$ cat src/rtl/bmp_rgb24_stream_parser_top_assert.svh
// Assertion macros used by the bitmap parser RTL in bmpp_parse.
`ifndef BMP_RGB24_STREAM_PARSER_TOP_ASSERT_SVH
`define BMP_RGB24_STREAM_PARSER_TOP_ASSERT_SVH

`ifndef SYNTHESIS
`define BMPP_ASSERT_IMP(lbl, clk, rst, ante, cons) \
   lbl: assert property (@(posedge clk) disable iff (rst) (ante) |-> (cons)) \
      else $error("bitmap parser assertion failed");
`define BMPP_ASSERT_NEXT(lbl, clk, rst, ante, cons) \
   lbl: assert property (@(posedge clk) disable iff (rst) (ante) |=> (cons)) \
      else $error("bitmap parser assertion failed");
`else
`define BMPP_ASSERT_IMP(lbl, clk, rst, ante, cons)
`define BMPP_ASSERT_NEXT(lbl, clk, rst, ante, cons)
`endif

`endif

$ cat src/rtl/bmpp_pkg.sv
package bmpp_pkg;

   localparam int DIM_BITS  = 16;
   localparam int IDX_W     = 16;
   localparam int HDR_POS_W = 6;

   localparam logic [63:0] DIM_MAX_WIDE = (64'd1 << DIM_BITS) - 64'd1;

   typedef struct packed {
      logic [7:0] data_byte;
      logic       start_of_file;
   } bmpp_req_type;

   typedef struct packed {
      logic [IDX_W-1:0] pixel_row;
      logic [IDX_W-1:0] pixel_column;
      logic [7:0]       blue_value;
      logic [7:0]       green_value;
      logic [7:0]       red_value;
      logic             last_pixel;
   } bmpp_rsp_type;

   typedef struct packed {
      logic         has_pixel;
      bmpp_rsp_type pixel;
   } bmpp_res_type;

   // Merges one little-endian byte into a dimension and saturates it.
   function automatic logic [DIM_BITS-1:0] put_dim_byte(
      input logic [DIM_BITS-1:0] acc,
      input logic [7:0]          b,
      input logic [1:0]          k
   );
      logic [31:0] wide;
      wide = 32'(acc) | (32'(b) << {k, 3'b000});
      if ({32'd0, wide} > DIM_MAX_WIDE) begin
         return '1;
      end
      return DIM_BITS'(wide);
   endfunction

endpackage

$ cat src/rtl/bmpp_in_reg.sv
module bmpp_in_reg
   import bmpp_pkg::*;
(
   input  logic         clock,
   input  logic         reset,
   input  logic         req_valid,
   output logic         req_ready,
   input  bmpp_req_type req_payload,
   input  logic         take,
   output logic         item_valid,
   output bmpp_req_type item
);

   logic         valid_ff;
   logic         valid_in;
   bmpp_req_type item_ff;

   assign req_ready = !valid_ff || take;
   assign valid_in  = (req_valid && req_ready) || (valid_ff && !take);

   always_ff @(posedge clock) begin
      if (reset) begin
         valid_ff <= 1'b0;
      end else begin
         valid_ff <= valid_in;
      end
   end

   always_ff @(posedge clock) begin
      if (req_valid && req_ready) begin
         item_ff <= req_payload;
      end
   end

   assign item_valid = valid_ff;
   assign item       = item_ff;

endmodule

$ cat src/rtl/bmpp_parse.sv
module bmpp_parse
   import bmpp_pkg::*;
(
   input  logic         clock,
   input  logic         reset,
   input  logic         step,
   input  bmpp_req_type item,
   output bmpp_res_type res
);
`include "bmp_rgb24_stream_parser_top_assert.svh"

   localparam logic [1:0] PH_HEADER = 2'd0;
   localparam logic [1:0] PH_PIXEL  = 2'd1;
   localparam logic [1:0] PH_PAD    = 2'd2;
   localparam logic [1:0] PH_DONE   = 2'd3;

   localparam logic [HDR_POS_W-1:0] HDR_W_FIRST = 6'd18;
   localparam logic [HDR_POS_W-1:0] HDR_W_LAST  = 6'd21;
   localparam logic [HDR_POS_W-1:0] HDR_H_FIRST = 6'd22;
   localparam logic [HDR_POS_W-1:0] HDR_H_LAST  = 6'd25;
   localparam logic [HDR_POS_W-1:0] HDR_LAST    = 6'd53;

   localparam logic [1:0] COMP_BLUE  = 2'd0;
   localparam logic [1:0] COMP_GREEN = 2'd1;
   localparam logic [1:0] COMP_RED   = 2'd2;

   logic [HDR_POS_W-1:0] hdr_pos_ff, hdr_pos_in, hdr_pos_cur;
   logic [DIM_BITS-1:0]  width_ff, width_in, width_cur;
   logic [DIM_BITS-1:0]  height_ff, height_in, height_cur;
   logic [DIM_BITS-1:0]  row_ff, row_in, row_cur;
   logic [DIM_BITS-1:0]  col_ff, col_in, col_cur;
   logic [1:0]           comp_ff, comp_in, comp_cur;
   logic [1:0]           pad_ff, pad_in, pad_cur;
   logic [15:0]          held_ff, held_in, held_cur;
   logic [1:0]           phase_ff, phase_in, phase_cur;

   logic                row_end;
   logic                last;
   logic [DIM_BITS-1:0] row_next;
   logic [1:0]          phase_after_row;
   logic [1:0]          pad_dec;

   always_comb begin
      // A start flag restarts parsing before this byte is handled.
      if (item.start_of_file) begin
         hdr_pos_cur = '0;
         width_cur   = '0;
         height_cur  = '0;
         row_cur     = '0;
         col_cur     = '0;
         comp_cur    = COMP_BLUE;
         pad_cur     = '0;
         held_cur    = '0;
         phase_cur   = PH_HEADER;
      end else begin
         hdr_pos_cur = hdr_pos_ff;
         width_cur   = width_ff;
         height_cur  = height_ff;
         row_cur     = row_ff;
         col_cur     = col_ff;
         comp_cur    = comp_ff;
         pad_cur     = pad_ff;
         held_cur    = held_ff;
         phase_cur   = phase_ff;
      end
   end

   assign row_end  = ({1'b0, col_cur} + 1'b1) >= {1'b0, width_cur};
   assign last     = row_end && (({1'b0, row_cur} + 1'b1) >= {1'b0, height_cur});
   assign row_next = row_cur + 1'b1;
   assign phase_after_row = (row_next == '0 || row_next >= height_cur) ? PH_DONE : PH_PIXEL;
   assign pad_dec  = pad_cur - 2'd1;

   always_comb begin
      hdr_pos_in = hdr_pos_cur;
      width_in   = width_cur;
      height_in  = height_cur;
      row_in     = row_cur;
      col_in     = col_cur;
      comp_in    = comp_cur;
      pad_in     = pad_cur;
      held_in    = held_cur;
      phase_in   = phase_cur;

      res.has_pixel          = 1'b0;
      res.pixel.pixel_row    = IDX_W'(row_cur);
      res.pixel.pixel_column = IDX_W'(col_cur);
      res.pixel.blue_value   = held_cur[7:0];
      res.pixel.green_value  = held_cur[15:8];
      res.pixel.red_value    = item.data_byte;
      res.pixel.last_pixel   = last;

      case (phase_cur)
         PH_HEADER: begin
            if (hdr_pos_cur inside {[HDR_W_FIRST:HDR_W_LAST]}) begin
               width_in = put_dim_byte(width_cur, item.data_byte,
                                       2'(hdr_pos_cur - HDR_W_FIRST));
            end else if (hdr_pos_cur inside {[HDR_H_FIRST:HDR_H_LAST]}) begin
               height_in = put_dim_byte(height_cur, item.data_byte,
                                        2'(hdr_pos_cur - HDR_H_FIRST));
            end
            if (hdr_pos_cur >= HDR_LAST) begin
               hdr_pos_in = HDR_LAST;
               row_in     = '0;
               col_in     = '0;
               comp_in    = COMP_BLUE;
               pad_in     = '0;
               phase_in   = (width_cur == '0 || height_cur == '0) ? PH_DONE : PH_PIXEL;
            end else begin
               hdr_pos_in = hdr_pos_cur + 1'b1;
            end
         end
         PH_PIXEL: begin
            case (comp_cur)
               COMP_BLUE: begin
                  held_in = {8'd0, item.data_byte};
                  comp_in = COMP_GREEN;
               end
               COMP_GREEN: begin
                  held_in = {item.data_byte, held_cur[7:0]};
                  comp_in = COMP_RED;
               end
               default: begin
                  res.has_pixel = 1'b1;
                  comp_in       = COMP_BLUE;
                  if (row_end) begin
                     pad_in = width_cur[1:0];
                     if (width_cur[1:0] != 2'd0) begin
                        phase_in = PH_PAD;
                     end else begin
                        col_in   = '0;
                        row_in   = row_next;
                        phase_in = phase_after_row;
                     end
                  end else begin
                     col_in = col_cur + 1'b1;
                  end
               end
            endcase
         end
         PH_PAD: begin
            pad_in = pad_dec;
            if (pad_dec == 2'd0) begin
               col_in   = '0;
               row_in   = row_next;
               phase_in = phase_after_row;
            end
         end
         default: begin
         end
      endcase
   end

   always_ff @(posedge clock) begin
      if (reset) begin
         hdr_pos_ff <= '0;
         width_ff   <= '0;
         height_ff  <= '0;
         row_ff     <= '0;
         col_ff     <= '0;
         comp_ff    <= COMP_BLUE;
         pad_ff     <= '0;
         held_ff    <= '0;
         phase_ff   <= PH_HEADER;
      end else if (step) begin
         hdr_pos_ff <= hdr_pos_in;
         width_ff   <= width_in;
         height_ff  <= height_in;
         row_ff     <= row_in;
         col_ff     <= col_in;
         comp_ff    <= comp_in;
         pad_ff     <= pad_in;
         held_ff    <= held_in;
         phase_ff   <= phase_in;
      end
   end

   `BMPP_ASSERT_NEXT(a_restart, clock, reset, step && item.start_of_file,
      hdr_pos_ff == 6'd1 && phase_ff == PH_HEADER)
   `BMPP_ASSERT_IMP(a_dims_set, clock, reset, phase_ff == PH_PIXEL || phase_ff == PH_PAD,
      width_ff != '0 && height_ff != '0)
   `BMPP_ASSERT_IMP(a_col_range, clock, reset, phase_ff == PH_PIXEL, col_ff < width_ff)
   `BMPP_ASSERT_IMP(a_pad_left, clock, reset, phase_ff == PH_PAD, pad_ff != 2'd0)

endmodule

$ cat src/rtl/bmpp_out_reg.sv
module bmpp_out_reg
   import bmpp_pkg::*;
(
   input  logic         clock,
   input  logic         reset,
   input  logic         load,
   input  bmpp_rsp_type pixel,
   output logic         load_ready,
   output logic         rsp_valid,
   input  logic         rsp_ready,
   output bmpp_rsp_type rsp_payload
);

   logic         valid_ff;
   logic         valid_in;
   bmpp_rsp_type pixel_ff;

   assign load_ready = !valid_ff || rsp_ready;
   assign valid_in   = load || (valid_ff && !rsp_ready);

   always_ff @(posedge clock) begin
      if (reset) begin
         valid_ff <= 1'b0;
      end else begin
         valid_ff <= valid_in;
      end
   end

   always_ff @(posedge clock) begin
      if (load) begin
         pixel_ff <= pixel;
      end
   end

   assign rsp_valid   = valid_ff;
   assign rsp_payload = pixel_ff;

endmodule

$ cat src/rtl/bmp_rgb24_stream_parser_top.sv
// Streaming parser for 24-bit bitmap files.
// The req channel carries one file byte per beat, with a start flag that marks
// byte zero of a new file. The first 54 bytes are header; width and height are
// taken from bytes 18 to 25. Each pixel is three bytes, blue then green then
// red, and rows are padded to a multiple of four bytes.
// The rsp channel carries one beat per pixel with its row, column, colour and
// a flag on the final pixel of the image. Bytes after the image are dropped
// until the next start flag.
// Throughput is one byte per cycle unless a pixel waits on a full output register;
// a red byte passes the input register and then the output register as a pixel beat.
// The input register feeds the parser, which updates its counters in one
// step, and the output register holds the finished pixel.
// Reset empties both registers and expects a header from byte zero.
// When the receiver stalls, header and padding bytes still drain, while a red
// byte waits in the input register and req_ready drops until the output
// register frees up.
module bmp_rgb24_stream_parser_top
   import bmpp_pkg::*;
(
   input  logic         clock,
   input  logic         reset,
   input  logic         req_valid,
   output logic         req_ready,
   input  bmpp_req_type req_payload,
   output logic         rsp_valid,
   input  logic         rsp_ready,
   output bmpp_rsp_type rsp_payload
);

   logic         item_valid;
   bmpp_req_type item;
   bmpp_res_type res;
   logic         load_ready;
   logic         step;

   assign step = item_valid && (!res.has_pixel || load_ready);

   bmpp_in_reg u_in_reg (
      .clock       (clock),
      .reset       (reset),
      .req_valid   (req_valid),
      .req_ready   (req_ready),
      .req_payload (req_payload),
      .take        (step),
      .item_valid  (item_valid),
      .item        (item)
   );

   bmpp_parse u_parse (
      .clock (clock),
      .reset (reset),
      .step  (step),
      .item  (item),
      .res   (res)
   );

   bmpp_out_reg u_out_reg (
      .clock       (clock),
      .reset       (reset),
      .load        (step && res.has_pixel),
      .pixel       (res.pixel),
      .load_ready  (load_ready),
      .rsp_valid   (rsp_valid),
      .rsp_ready   (rsp_ready),
      .rsp_payload (rsp_payload)
   );

endmodule
$ cat config.mk
export PLATFORM = sky130hd
export DESIGN_NAME = bmp_rgb24_stream_parser_top
export DESIGN_NICKNAME = d
export VERILOG_FILES = /design/src/rtl/bmpp_pkg.sv /design/src/rtl/bmpp_in_reg.sv /design/src/rtl/bmpp_parse.sv /design/src/rtl/bmpp_out_reg.sv /design/src/rtl/bmp_rgb24_stream_parser_top.sv
export VERILOG_INCLUDE_DIRS = /design/src /design/src/rtl
export SDC_FILE = /design/constraint.sdc
export NUM_CORES = 1
export LEC_CHECK = 0
export BUFFER_PORTS_ARGS = -buffer_cell sky130_fd_sc_hd__buf_2
export CAP_MARGIN = 20
export CORE_MARGIN = 2
export CORE_UTILIZATION = 60
export DETAILED_ROUTE_END_ITERATION = 10
export PLACE_DENSITY = 0.8
export SKIP_CTS_REPAIR_TIMING = 1
export SLEW_MARGIN = 20
export SYNTH_ARGS = -nofsm -noshare
export SYNTH_HDL_FRONTEND = slang
export SYNTH_HIERARCHICAL = 1
export SYNTH_SLANG_ARGS = --single-unit
$ cat constraint.sdc
create_clock -name clock -period 7.36 [get_ports clock]
set_clock_uncertainty 0.15 [all_clocks]
set_input_delay 0 -clock clock [delete_from_list [all_inputs] [get_ports clock]]
set_output_delay 0 -clock clock [all_outputs]
set_load 0.005 [all_outputs]
==> run metrics <==
Hold Path Class input pin to flip-flop; Clock transition at path regs approximately 0.070 ns; endpoints failing setup 0; Final Cell Area about 9400 µm²; ordered list of cells on the worst path nor2b_1 -> ha_1 -> and4_1 -> and2_1 -> and2_1 -> and3_1 -> xor2_1 -> ha_1 -> a21o_1 -> a21oi_1 -> o21ai_0 -> o21bai_1 -> or2_1 -> nor3_4 -> a22oi_1 -> a311oi_1; initial antenna violation count 0; critical path capture point type flip-flop; full die area roughly 15000 µm²; Worst Hold Depth 2; row count between 40 and 50; Top FF cell, synth dfxtp_1; Final Cycle Share between 70% and 80%; Setup CP Type flip-flop to flip-flop; VDD IR max 0.193 mV; Routed Antenna Nets 0; share of layout cells above drive strength 1 around 14%; max-slew violations 0; critical path required time roughly 7.6 ns; met2 Use GR 47.1%; Mapped Area 8320 µm²; ANT cells 0; GRT Total Usage 30.4%; grt met3 use ~7.2%; setup TNS 0 ns; FF-to-FF path depth 16; grt ovf 0; total power between 0.0015 and 0.002 W; worst hold slack 0.121 ns; Worst setup SP type flip-flop; WL per Instance ~20 µm; Max Clock Freq between 150 and 200 MHz; met1 GRT Util 41.9%; critical path's slowest cell edfxtp_1; # IOs 72; number of global-route vias before repair 6707; DRC 0; clk_lat worst skew roughly 0.44 ns; count of input and output buffers slightly above 70; hpwl dp between 10000 and 15000 µm; Post-Synthesis Net Count roughly 900; htree depth 4; DIE HEIGHT around 120 µm; minimum clock period 5.21 ns; first-pass GRT wire length roughly 35000 µm; Post-synth EDFFs 66; Leakage Power ~3.6 nW; synthesized area per cell ~9.6 µm²; via count ~7200; area occupied by multi-input gates 4120 µm²; R2R Path End u_parse/col_ff[12]; status finished clean; Least-Margin Pin Slew roughly 0.96 ns; Post-Syn Instances between 800 and 900; largest net degree at the start of global routing 90; Ys Warns 6; root buf cell clkbuf_16; cell area power density 205 nW/µm²; clock tree from TritonCTS yes; Longest Clk Path Bufs 2; Yosys reg bits 160; Seq. cell area 3860 µm²; Slew HR approximately 36%; Max-Cap Viols 0; Endpoint, Worst Hold u_in_reg/item[7]; core outline area roughly 14000 µm²; Nets a little under 1000; RePlAce Congestion approximately 0.96; clock buffers created by TritonCTS 17; Cell Area, Placed approximately 8700 µm²; busiest grt layer met2; Clock Sinks 160; worst r2r src u_in_reg/item[0]; Data arrival, critical path roughly 5.4 ns; Final Hold Vio Count 0; vias per cell roughly 6.5; drt initial violations a little over 900; Seq/Total Area, Yosys around 46%; worst-path fanout max 22; commonest cells after routing, fill and taps aside dfxtp_1, nor2_1, nand2_1; Post-synth ARST share 0%; die width roughly 120 µm; Pre-antenna DRT Iters 8; Max stage delay on crit path roughly 0.70 ns; fill count approximately 1100; Worst Hold Launch req_payload[7]; RSZ-0062 raised after global routing no; r2r setup slk approximately 2.1 ns; routed wire length 22200 µm; Synth cell types 74; Initial Util roughly three fifths; Layout area overhead 13.3%
-- cells by family after synthesis --
family | share of synthesized area [%]
buf+inv | 4.16
simple gates | 20.7
flops | 46.4
fa+ha+maj | 5.86
xor+xnor | 3.16
mux | 0.256
compound gates | 19.5
-- cell type report --
cell class | count | area share (%)
Multi-Input combinational cell | 633 | 43.7
Sequential cell | 160 | 41.0
Timing Repair Buffer | 92 | 5.76
Clock buffer | 17 | 4.51
Tap cell | 180 | 2.39
Clock inverter | 15 | 1.82
Inverter | 21 | 0.836
-- metal layers --
layer  share of wire (%)  up-vias  wire [µm]
met3                 8.9       59       1980
met1                  42     3444       9350
met2                  46      388      10200
li1                    -     3328          -
met5                   0        -          0
met4                 2.8        0        610
-- report_power, final --
group,internal [W],total (W),switching [W],leakage (nW)
clock network,0.000455,0.000882,0.000427,0.288
registers,0.000926,0.000942,0.0000156,1.37
logic,0.0000325,0.000104,0.0000720,1.93
-- sequential cells by signal, indices dropped and copies added, names as in the netlist --
| name | cells |
|---|---|
| u_in_reg/item | 9 |
| u_in_reg/item_valid | 1 |
| u_out_reg/rsp_payload | 57 |
| u_out_reg/rsp_valid | 1 |
| u_parse/col_ff | 16 |
| u_parse/comp_ff | 2 |
| u_parse/hdr_pos_ff | 6 |
| u_parse/height_ff | 16 |
| u_parse/held_ff | 16 |
| u_parse/pad_ff | 2 |
| u_parse/phase_ff | 2 |
| u_parse/row_ff | 16 |
| u_parse/width_ff | 16 |
-- metrics by stage --
stage                     util [%]  cells  setup slack, ns
after floorplan                  -    871             2.06
after global placement        63.4   1074             2.54
after detailed placement      63.4   1074             2.22
after CTS                     67.8   1106             2.06
after global routing          68.7   1118             1.86
final                         68.7   1118             2.15
-- synthesized netlist by cell type, types with 3 or more instances --
cell | n | area [µm²]
nand2_1 | 72 | 270
nand2b_1 | 3 | 18.8
ha_1 | 39 | 488
buf_2 | 3 | 15.0
a21o_1 | 25 | 188
o31ai_1 | 6 | 45.0
a21oi_1 | 32 | 160
nor3b_1 | 3 | 22.5
a221oi_1 | 3 | 26.3
a211oi_1 | 7 | 52.6
xnor2_1 | 16 | 140
or4_1 | 4 | 30.0
buf_4 | 11 | 82.6
buf_1 | 3 | 11.3
inv_1 | 19 | 71.3
o21ai_1 | 4 | 20.0
a31oi_1 | 7 | 43.8
nor3_1 | 14 | 70.1
and2_1 | 6 | 37.5
nor2b_1 | 52 | 325
edfxtp_1 | 66 | 1980
nor2_1 | 94 | 353
o21a_1 | 4 | 30.0
nand3_1 | 22 | 110
o21ai_0 | 27 | 135
a22o_1 | 4 | 35.0
clkbuf_1 | 38 | 143
nor4_1 | 14 | 87.6
a22oi_1 | 65 | 488
nand4_1 | 11 | 68.8
and4_1 | 4 | 35.0
o32ai_1 | 3 | 26.3
o21bai_1 | 4 | 30.0
dfxtp_1 | 94 | 1880
o211ai_1 | 6 | 45.0
and3_1 | 17 | 106
a311oi_1 | 9 | 78.8
xor2_1 | 14 | 123
-- worst max-delay path, delay by kind of cell (launching register included) --
kind	cells	cell delay [ns]
AO/OA/AOI/OAI	6	1.12
adder cells (fa/ha/maj)	2	0.61
XOR/XNOR	1	0.19
AND/OR/NAND/NOR	7	2.32
flip-flops	1	0.70
-- worst max path at each step --
stage / startpoint / end
CTS: u_in_reg/item[0] / u_parse/col_ff[12]
global route: u_in_reg/item[0] / u_parse/col_ff[12]
finish: u_in_reg/item[0] / u_parse/col_ff[12]
global placement: u_in_reg/item[0] / u_parse/col_ff[11]
detailed placement: u_in_reg/item[0] / u_parse/col_ff[12]
floorplan: u_in_reg/item[0] / u_parse/col_ff[11]
(Power assumes the default switching activity.)
